**src/design/imvm_pkg.sv**
```systemverilog
`default_nettype none

package imvm_pkg;

    // configuration register widths and indexes
    localparam int CFG_IDX_BITS  = 2;
    localparam int SPM_BITS      = 11;
    localparam int MPB_BITS      = 16;
    localparam int PART_BITS     = 8;
    localparam int TICK_BITS     = 20;
    localparam int CFG_DATA_BITS = 20;

    localparam logic [CFG_IDX_BITS-1:0] CFG_SPM  = 2'd0;
    localparam logic [CFG_IDX_BITS-1:0] CFG_MPB  = 2'd1;
    localparam logic [CFG_IDX_BITS-1:0] CFG_PART = 2'd2;
    localparam logic [CFG_IDX_BITS-1:0] CFG_TICK = 2'd3;

    localparam logic [SPM_BITS-1:0]  SPM_RESET  = 11'd16;
    localparam logic [MPB_BITS-1:0]  MPB_RESET  = 16'd16;
    localparam logic [PART_BITS-1:0] PART_RESET = 8'd0;
    localparam logic [TICK_BITS-1:0] TICK_RESET = 20'd1000;

    // payload widths
    localparam int ACTION_BITS = 2;
    localparam int TS_BITS     = 32;
    localparam int KIND_BITS   = 2;
    localparam int MEAN_BITS   = 40;
    localparam int VAR_BITS    = 56;
    localparam int IDX_BITS    = 16;

    // durations and sums
    localparam int MAX_SAMPLES = 1024;
    localparam int DUR_BITS    = 24;
    localparam logic [DUR_BITS-1:0] DUR_CAP = {DUR_BITS{1'b1}};
    localparam int SUM_BITS    = 34;
    localparam int SQ_DUR_BITS = 2 * DUR_BITS;
    localparam int SQ_SUM_BITS = 58;
    localparam int HALF_BITS   = SUM_BITS / 2;
    localparam int PROD_BITS   = SUM_BITS + HALF_BITS;
    localparam int S2_BITS     = 2 * SUM_BITS;
    localparam int NT_BITS     = SPM_BITS + TICK_BITS;
    localparam int NQ_BITS     = SPM_BITS + SQ_SUM_BITS;
    localparam int MEAN_FRAC   = 16;
    localparam int VAR_FRAC    = 8;

    // shared divider geometry
    localparam int DIVIDEND_BITS = NQ_BITS + VAR_FRAC;
    localparam int DIVISOR_BITS  = 2 * NT_BITS;
    localparam int DIV_CNT_BITS  = $clog2(DIVIDEND_BITS);

    typedef enum logic [ACTION_BITS-1:0] {
        ACT_START_SAMPLE  = 2'd0,
        ACT_START_PARTIAL = 2'd1,
        ACT_END_PARTIAL   = 2'd2,
        ACT_END_SAMPLE    = 2'd3
    } t_action;

    typedef enum logic [KIND_BITS-1:0] {
        KIND_MEAS        = 2'd0,
        KIND_NO_PARTIALS = 2'd1,
        KIND_TOO_MANY    = 2'd2
    } t_kind;

    typedef enum logic [3:0] {
        ST_IDLE,
        ST_EVAL,
        ST_PACC,
        ST_SACC,
        ST_SQACC,
        ST_MUL1,
        ST_MUL2,
        ST_MUL3,
        ST_DIFF,
        ST_DIV,
        ST_EMIT
    } t_state;

    // controller to datapath
    typedef struct packed {
        logic  in_ready;
        logic  start_sample;
        logic  start_partial;
        logic  close_partial;
        logic  end_sample;
        logic  clear_partials;
        logic  calc_dur;
        logic  acc_partial;
        logic  acc_sample;
        logic  acc_square;
        logic  mul1;
        logic  mul2;
        logic  mul3;
        logic  div_start;
        logic  emit;
        t_kind kind;
    } t_cmd;

    // datapath to controller
    typedef struct packed {
        logic    in_fire;
        t_action act;
        logic    sampling;
        logic    whole;
        logic    part_open;
        logic    part_full;
        logic    no_partials;
        logic    meas_ready;
        logic    div_busy;
        logic    out_free;
    } t_status;

endpackage

`default_nettype wire

```
**src/design/imvm_ctrl.sv**
```systemverilog
`default_nettype none

module imvm_ctrl (
    input  logic               i_clk,
    input  logic               i_rst_n,
    input  imvm_pkg::t_status  i_status,
    output imvm_pkg::t_cmd     o_cmd
);

    imvm_pkg::t_state r_state;
    imvm_pkg::t_state n_state;
    imvm_pkg::t_kind  r_kind;
    imvm_pkg::t_kind  n_kind;

    // state and pending result kind
    always_ff @(posedge i_clk) begin
        if (!i_rst_n) begin
            r_state <= imvm_pkg::ST_IDLE;
            r_kind  <= imvm_pkg::KIND_MEAS;
        end else begin
            r_state <= n_state;
            r_kind  <= n_kind;
        end
    end

    // next state
    always_comb begin
        n_state = r_state;
        n_kind  = r_kind;
        case (r_state)
            imvm_pkg::ST_IDLE: begin
                if (i_status.in_fire) begin
                    n_state = imvm_pkg::ST_EVAL;
                end
            end
            imvm_pkg::ST_EVAL: begin
                n_state = imvm_pkg::ST_IDLE;
                case (i_status.act)
                    imvm_pkg::ACT_END_PARTIAL: begin
                        if (i_status.sampling && !i_status.whole && i_status.part_open) begin
                            if (i_status.part_full) begin
                                n_state = imvm_pkg::ST_EMIT;
                                n_kind  = imvm_pkg::KIND_TOO_MANY;
                            end else begin
                                n_state = imvm_pkg::ST_PACC;
                            end
                        end
                    end
                    imvm_pkg::ACT_END_SAMPLE: begin
                        if (i_status.sampling) begin
                            if (!i_status.whole && i_status.no_partials) begin
                                n_state = imvm_pkg::ST_EMIT;
                                n_kind  = imvm_pkg::KIND_NO_PARTIALS;
                            end else begin
                                n_state = imvm_pkg::ST_SACC;
                            end
                        end
                    end
                    default: begin
                        n_state = imvm_pkg::ST_IDLE;
                    end
                endcase
            end
            imvm_pkg::ST_PACC:  n_state = imvm_pkg::ST_IDLE;
            imvm_pkg::ST_SACC:  n_state = imvm_pkg::ST_SQACC;
            imvm_pkg::ST_SQACC: begin
                n_state = i_status.meas_ready ? imvm_pkg::ST_MUL1 : imvm_pkg::ST_IDLE;
            end
            imvm_pkg::ST_MUL1:  n_state = imvm_pkg::ST_MUL2;
            imvm_pkg::ST_MUL2:  n_state = imvm_pkg::ST_MUL3;
            imvm_pkg::ST_MUL3:  n_state = imvm_pkg::ST_DIFF;
            imvm_pkg::ST_DIFF: begin
                n_state = imvm_pkg::ST_DIV;
                n_kind  = imvm_pkg::KIND_MEAS;
            end
            imvm_pkg::ST_DIV: begin
                if (!i_status.div_busy) begin
                    n_state = imvm_pkg::ST_EMIT;
                end
            end
            imvm_pkg::ST_EMIT: begin
                if (i_status.out_free) begin
                    n_state = imvm_pkg::ST_IDLE;
                end
            end
            default: n_state = imvm_pkg::ST_IDLE;
        endcase
    end

    // commands
    always_comb begin
        o_cmd      = '0;
        o_cmd.kind = r_kind;
        case (r_state)
            imvm_pkg::ST_IDLE: o_cmd.in_ready = 1'b1;
            imvm_pkg::ST_EVAL: begin
                case (i_status.act)
                    imvm_pkg::ACT_START_SAMPLE: o_cmd.start_sample = 1'b1;
                    imvm_pkg::ACT_START_PARTIAL: begin
                        o_cmd.start_partial = i_status.sampling && !i_status.whole;
                    end
                    imvm_pkg::ACT_END_PARTIAL: begin
                        if (i_status.sampling && !i_status.whole && i_status.part_open) begin
                            o_cmd.close_partial = 1'b1;
                            o_cmd.calc_dur      = 1'b1;
                        end
                    end
                    imvm_pkg::ACT_END_SAMPLE: begin
                        if (i_status.sampling) begin
                            o_cmd.end_sample     = 1'b1;
                            o_cmd.calc_dur       = 1'b1;
                            o_cmd.clear_partials = !i_status.whole && i_status.no_partials;
                        end
                    end
                    default: o_cmd.start_sample = 1'b0;
                endcase
            end
            imvm_pkg::ST_PACC:  o_cmd.acc_partial = 1'b1;
            imvm_pkg::ST_SACC:  o_cmd.acc_sample  = 1'b1;
            imvm_pkg::ST_SQACC: o_cmd.acc_square  = 1'b1;
            imvm_pkg::ST_MUL1:  o_cmd.mul1        = 1'b1;
            imvm_pkg::ST_MUL2:  o_cmd.mul2        = 1'b1;
            imvm_pkg::ST_MUL3:  o_cmd.mul3        = 1'b1;
            imvm_pkg::ST_DIFF:  o_cmd.div_start   = 1'b1;
            imvm_pkg::ST_EMIT:  o_cmd.emit        = i_status.out_free;
            default:            o_cmd.in_ready    = 1'b0;
        endcase
    end

endmodule

`default_nettype wire

```
**config.mk**
```make
export PLATFORM = sky130hd
export DESIGN_NAME = imvm_ctrl
export DESIGN_NICKNAME = d
export VERILOG_FILES = /design/src/design/imvm_pkg.sv /design/src/design/imvm_ctrl.sv
export SDC_FILE = /design/constraint.sdc
export NUM_CORES = 1
export LEC_CHECK = 0
export BUFFER_PORTS_ARGS = -buffer_cell sky130_fd_sc_hd__buf_4
export CORE_AREA = 3 3 40 42
export DETAILED_ROUTE_END_ITERATION = 16
export DIE_AREA = 0 0 43 45
export HOLD_SLACK_MARGIN = 0.1
export PLACE_DENSITY_LB_ADDON = 0.25
export SLEW_MARGIN = 15
export SYNTH_ARGS = -nofsm -noshare
export SYNTH_HDL_FRONTEND = slang
export SYNTH_SLANG_ARGS = --single-unit
```
**constraint.sdc**
```tcl
create_clock -name i_clk -period 4 [get_ports i_clk]
set_clock_uncertainty 0.15 [all_clocks]
set_input_delay 0.4 -clock i_clk [delete_from_list [all_inputs] [get_ports i_clk]]
set_output_delay 0.4 -clock i_clk [all_outputs]
set_load 0.05 [all_outputs]
```
==> flow_summary_export.csv, run 1 <==
group,metric,value,unit
floorplanning,die_h,45,um
place,hpwl,1260,um
worst_setup_path,r2r-end,"r_kind[1]",
pwr,powerDensity,212,nW/um^2
floorplanning,core-area,1280,um^2
place,gp_congestion,0.863,
worst_setup_path,slowest_stage,"dfxtp_1",
worst_setup_path,slowest_delay,0.59,ns
route,antenna_left,0,
route,totalWireLength,1570,um
global_route,grt_max_degree,18,
place,dp_slack,1.67,ns
yosys,synthSimpleGateAreaFrac,0.471,
global_route,grt_pass1_wl,2660,um
sta,fin_ws,1.41,ns
worst_setup_path,start_kind,"register",
cells_and_area,fin_area,797,um^2
worst_setup_path,required,3.45,ns
worst_hold_path,hold_class,"input pin to register",
yosys,synth_xor_area_frac,0.0308,
cells_and_area,nets,125,
worst_setup_path,r2r-start,"r_state[0]",
yosys,ys_types,29,
worst_setup_path,r2r_slack,2.04,ns
cts,cts_root_buf,"clkbuf_4",
worst_hold_path,hold_depth,3,
cts,htree_num_levels,1,
global_route,grt_pass1_vias,613,
yosys,synth_top_family_by_area,"simple AND/OR/NAND/NOR gates",
yosys,synthArstFlopShare,0,
worst_setup_path,critPathCaptureType,"output port",
global_route,antenna_found_initial,0,
cells_and_area,diodes,0,
cts,cts.clk_slew.worst_paths,0.04,ns
worst_setup_path,critPathKind,"register to output port",
yosys,yosysWarnings,0,
yosys,synth_fa_ha_area_frac,0,
sta,period_minus_slack,2.59,ns
yosys,synthMuxAreaShare,0,
sta,relSlewSlack,0.647,
route,vias,666,
cts,clockBufferDepth,2,
cts,clk_latency,0.24,ns
cells_and_area,area_growth,40.3,%
route,dr.first_iter.drc_count,19,
cts,ctsHoldBuffers,0,
route,drc_errors,0,
yosys,synth_edf_count,0,
sta,tightest_slew,0.528,ns
run_status,status,"finished, final reports clean",
route,post_drt_via_cell_ratio,5.33,
worst_setup_path,critPathMaxFanout,15,
cts,cts_num_sinks,6,
cts,ctsResizeCount,0,
cells_and_area,fillers,133,
yosys,synth_compound_area_frac,0.181,
floorplanning,dieArea,1940,um^2
cts,tritoncts,"done",
route,wl_per_cell,12.6,um
worst_setup_path,crit_chain,"or4b_4 > nor4_1 > or2_1 > buf_4",
floorplanning,rows,13,
sta,setup_tns,0,ns
yosys,synthTopCellsByCount,"nor2_1, inv_1, nand2_1",
yosys,yosys.area.top_type_share,0.211,
pwr,vdd_drop_max,0.000214,V
worst_hold_path,min_to,"r_state[0]",
cells_and_area,drive_above_1_share,0.309,
sta,hold_violations,0,
yosys,ys_seq_area_frac,0.211,
sta,finalMaxSlewViolations,0,
sta,rsz0062_at_grt,"false",
place,placed_cell_area,774,um^2
yosys,syn_inst,84,
yosys,ys_ff_latch,6,
sta,setup_viol,0,
sta,whs,0.246,ns
global_route,grt_usage,0.173,
yosys,synth_nets,97,
yosys,netlist_area,568,um^2
cts,cts-buffers-inserted,3,
floorplanning,initial_core_util,0.442,
route,drt-pass1-iter-count,4,
global_route,grt-ovfl-total,0,
yosys,synthFlopType,"dfxtp_1",
worst_hold_path,hp-start,"i_status[1]",
worst_setup_path,worstPathArrival,2.04,ns
floorplanning,num_io_pins,30,
sta,fmax,0.385,GHz
yosys,syn_area_per_cell,6.76,um^2
yosys,synth_top_area_cell,"dfxtp_1",
place,io_buffers,29,
flow_run,drv_cap,0,
yosys,yosysMostFrequentCell,"nor2_1",
yosys,netlist_top_cells_area,"dfxtp_1, nor2_1, nor3_1",
worst_setup_path,rr_worst_depth,4,
floorplanning,die_x,43,um
sta,finalCritPeriodShare,0.649,
cts,post-cts-setup-buffers,0,
pwr,total_leakage_power,0.344,nW
-- through the flow --
step                 util  power, mW  instances
global placement    0.603      0.116        122
global route        0.620      0.180        125
finish              0.620      0.169        125
floorplan               -     0.0971         84
detailed placement  0.603      0.117        122
CTS                 0.620      0.172        125
-- cell type report --
cell class,count,area [um^2],area share
multi-input cells,64,388,0.487
repair buffers,29,218,0.273
flip-flops and latches,6,120,0.151
inverters,8,30.0,0.0377
clock buffers,3,22.5,0.0283
well taps,15,18.8,0.0235
-- worst max path at each step --
stage | start | to | slack [ns] | depth (start not counted)
after global routing | r_state[0] | o_cmd[10] | 1.26 | 4
final | r_state[0] | o_cmd[10] | 1.41 | 4
after floorplan | r_state[1] | o_cmd[10] | 0.44 | 4
after detailed placement | r_state[0] | o_cmd[10] | 1.67 | 4
after CTS | r_state[0] | o_cmd[10] | 1.41 | 4
after global placement | r_state[0] | o_cmd[10] | 1.73 | 4
-- worst max-delay path, delay by kind of cell (launching register included) --
kind	cells	cell delay [ns]
simple gates	3	1.03
buf+inv	1	0.19
flops	1	0.59
-- power breakdown --
group          internal, mW  total [mW]  switching (mW)  leakage (nW)
sequential           0.0615      0.0664         0.00492        0.0486
clock                0.0338      0.0537          0.0199        0.0138
combinational        0.0215      0.0492          0.0277         0.281
-- flip-flops by register name, indices dropped and copies added, names as in the netlist --
signal	count
r_kind	2
r_state	4
-- placed cells by master, fill, tap and decap left out, drive strengths merged, types with 2 or more instances in the layout --
cell type,n
buf,29
nor2,11
inv,8
nand2,8
nor3,7
dfxtp,6
nand2b,5
nand3b,4
nor4,4
nand3,4
clkbuf,3
nor2b,2
o32ai,2
a21oi,2
o22a,2
-- routing by layer --
| metal | vias to the layer above | global-route usage | share of wire |
|---|---|---|---|
| li1 | 350 | - | - |
| met1 | 288 | 0.225 | 0.46 |
| met2 | 26 | 0.296 | 0.45 |
| met3 | 2 | 0.0279 | 0.076 |
| met4 | 0 | 0.0542 | 0.0095 |
| met5 | - | 0 | 0 |
-- logic make-up after synthesis --
logic type             after synthesis
flip-flops                           6
AO/OA/AOI/OAI                       12
XOR/XNOR                             2
buffers and inverters               14
AND/OR/NAND/NOR                     50
Note: power is estimated with default switching activity, not from simulation.
==> inputs of run 2 (changes only) <==
--- a/config.mk
+++ b/config.mk
@@ -6,9 +6,9 @@
 export NUM_CORES = 1
 export LEC_CHECK = 0
 export BUFFER_PORTS_ARGS = -buffer_cell sky130_fd_sc_hd__buf_4
-export CORE_AREA = 3 3 40 42
+export CORE_MARGIN = 3
+export CORE_UTILIZATION = 43
 export DETAILED_ROUTE_END_ITERATION = 16
-export DIE_AREA = 0 0 43 45
 export HOLD_SLACK_MARGIN = 0.1
 export PLACE_DENSITY_LB_ADDON = 0.25
 export SLEW_MARGIN = 15
==> constraint.sdc (replaced) <==
create_clock -name i_clk -period 2.58 [get_ports i_clk]
set_clock_uncertainty 0.15 [all_clocks]
set_input_delay 0.258 -clock i_clk [delete_from_list [all_inputs] [get_ports i_clk]]
set_output_delay 0.258 -clock i_clk [all_outputs]
set_load 0.05 [all_outputs]
==> run 2 against run 1 <==
Design area increased by 3.8%. Hold slack worse by 0.14 ns. Via count up 2.7%. Largest cell class unchanged. Utilization up 8.6 points. Die area shrank 7.3%. Non-clock buffer count is 1 higher. Final cell count unchanged. Combinational power grew 64%. Critical path depth unchanged. Global-route usage up 2.0 points. Critical path type unchanged. Sequential share of layout area decreased by 0.55 points.
==> flow_summary_export.csv, run 2 (synthesized netlist as in run 1, its figures left out) <==
group,metric,value,unit
place,hpwl,1280,um
cells_and_area,final_cell_mix,"buf_4, nor2_1, inv_1, nand2_1, nor3_1",
sta,setup_viol,0,
route,antenna_left,0,
route,dr.first_iter.drc_count,18,
floorplanning,core-area,1170,um^2
worst_setup_path,required,2.17,ns
cells_and_area,nets,126,
sta,period_minus_slack,2.38,ns
place,gp_congestion,0.801,
cells_and_area,diodes,0,
route,post_drt_via_cell_ratio,5.47,
cells_and_area,reg.largest.list,"r_state (4), r_kind (2)",
worst_setup_path,worstPathArrival,1.98,ns
cts,clk_latency,0.24,ns
sta,fmax,0.419,GHz
worst_hold_path,hold_class,"input pin to register",
sta,tightest_slew,0.537,ns
cells_and_area,drive_above_1_share,0.324,
worst_setup_path,critPathKind,"register to output port",
route,wl_per_cell,12.8,um
floorplanning,die_x,42.3,um
cells_and_area,largest_register,"r_state",
worst_setup_path,critPathCaptureType,"output port",
route,vias,684,
floorplanning,die_h,42.3,um
cts,clockBufferDepth,2,
sta,relSlewSlack,0.641,
sta,setup_tns,0,ns
global_route,grt_max_degree,18,
cts,tritoncts,"done",
sta,finalCritPeriodShare,0.924,
sta,fin_ws,0.195,ns
cells_and_area,utilization,0.706,
floorplanning,dieArea,1790,um^2
cts,cts_num_sinks,6,
flow_run,drv_cap,0,
cts,cts.clk_slew.worst_paths,0.04,ns
place,io_buffers,29,
route,drt-pass1-iter-count,4,
cts,ctsResizeCount,0,
global_route,grt_pass1_wl,2690,um
run_status,status,"finished, final reports clean",
floorplanning,num_io_pins,30,
cells_and_area,fillers,102,
cts,cts-buffers-inserted,3,
cells_and_area,largest_reg_flops,4,
global_route,antenna_found_initial,0,
cts,post-cts-setup-buffers,0,
pwr,vdd_drop_max,0.000324,V
floorplanning,initial_core_util,0.485,
cts,htree_num_levels,1,
pwr,total_leakage_power,0.351,nW
cells_and_area,layout_commonest_cell,"buf_4",
sta,hold_violations,0,
sta,finalMaxSlewViolations,0,
floorplanning,rows,12,
cts,cts_root_buf,"clkbuf_4",
place,dp_slack,0.450,ns
global_route,grt_pass1_vias,662,
route,drc_errors,0,
global_route,grt_usage,0.193,
worst_setup_path,critPathMaxFanout,15,
global_route,grt-ovfl-total,0,
sta,rsz0062_at_grt,"false",
cells_and_area,area_growth,45.6,%
route,totalWireLength,1600,um
worst_setup_path,start_kind,"register",
cts,ctsHoldBuffers,1,
pwr,powerDensity,323,nW/um^2
-- run 2: cell types whose count changed in the layout (fill, tap and decap cells not counted) --
cell	delta
dlygate4sd3_1	+1
nor4_1	-2
nor4_2	+1
nor4_4	+1
-- run 2: critical path: stages, from the launching register on --
cell and delay (ns):
dfxtp_1 0.58, or4b_4 0.57, nor4_4 0.26, or2_1 0.14
buf_4 0.19
-- run 2: path summary, 6_finish.rpt --
check | startpoint | endpoint | slack (ns) | depth (start not counted)
hold reg to reg | r_kind[0] | r_kind[0] | 0.33 | 2
setup / recovery | r_state[0] | o_cmd[10] | 0.20 | 4
setup reg to reg | r_state[0] | r_kind[1] | 0.62 | 4
hold / removal | i_status[0] | r_state[1] | 0.11 | 2
-- run 2: through the flow --
stage	instances	cell area [um^2]	total power, mW	hold WS [ns]
detailed placement	121	795	0.184	0.331
global placement	121	795	0.182	0.320
CTS	125	827	0.271	0.104
floorplan	84	589	0.153	0.226
global route	125	827	0.283	0.121
finish	125	827	0.267	0.109
-- run 2: final cells by class --
type                    count  area, um^2  share of cell area
multi-input cells          64         409               0.495
repair buffers             30         228               0.275
flip-flops and latches      6         120               0.145
inverters                   8        30.0              0.0363
clock buffers               3        22.5              0.0272
well taps                  14        17.5              0.0212
-- run 2: report_power, final --
part | switching [mW] | leakage (nW) | internal, mW
Clock | 0.0310 | 0.0138 | 0.0524
Sequential | 0.00738 | 0.0486 | 0.0954
Combinational | 0.0460 | 0.289 | 0.0348
-- run 2: routing by layer --
metal	track usage	vias to the layer above	part of all wire
met5	0	-	0
met4	0.0932	0	0.016
met3	0.0429	4	0.085
met2	0.328	32	0.51
met1	0.226	299	0.39
li1	-	349	-
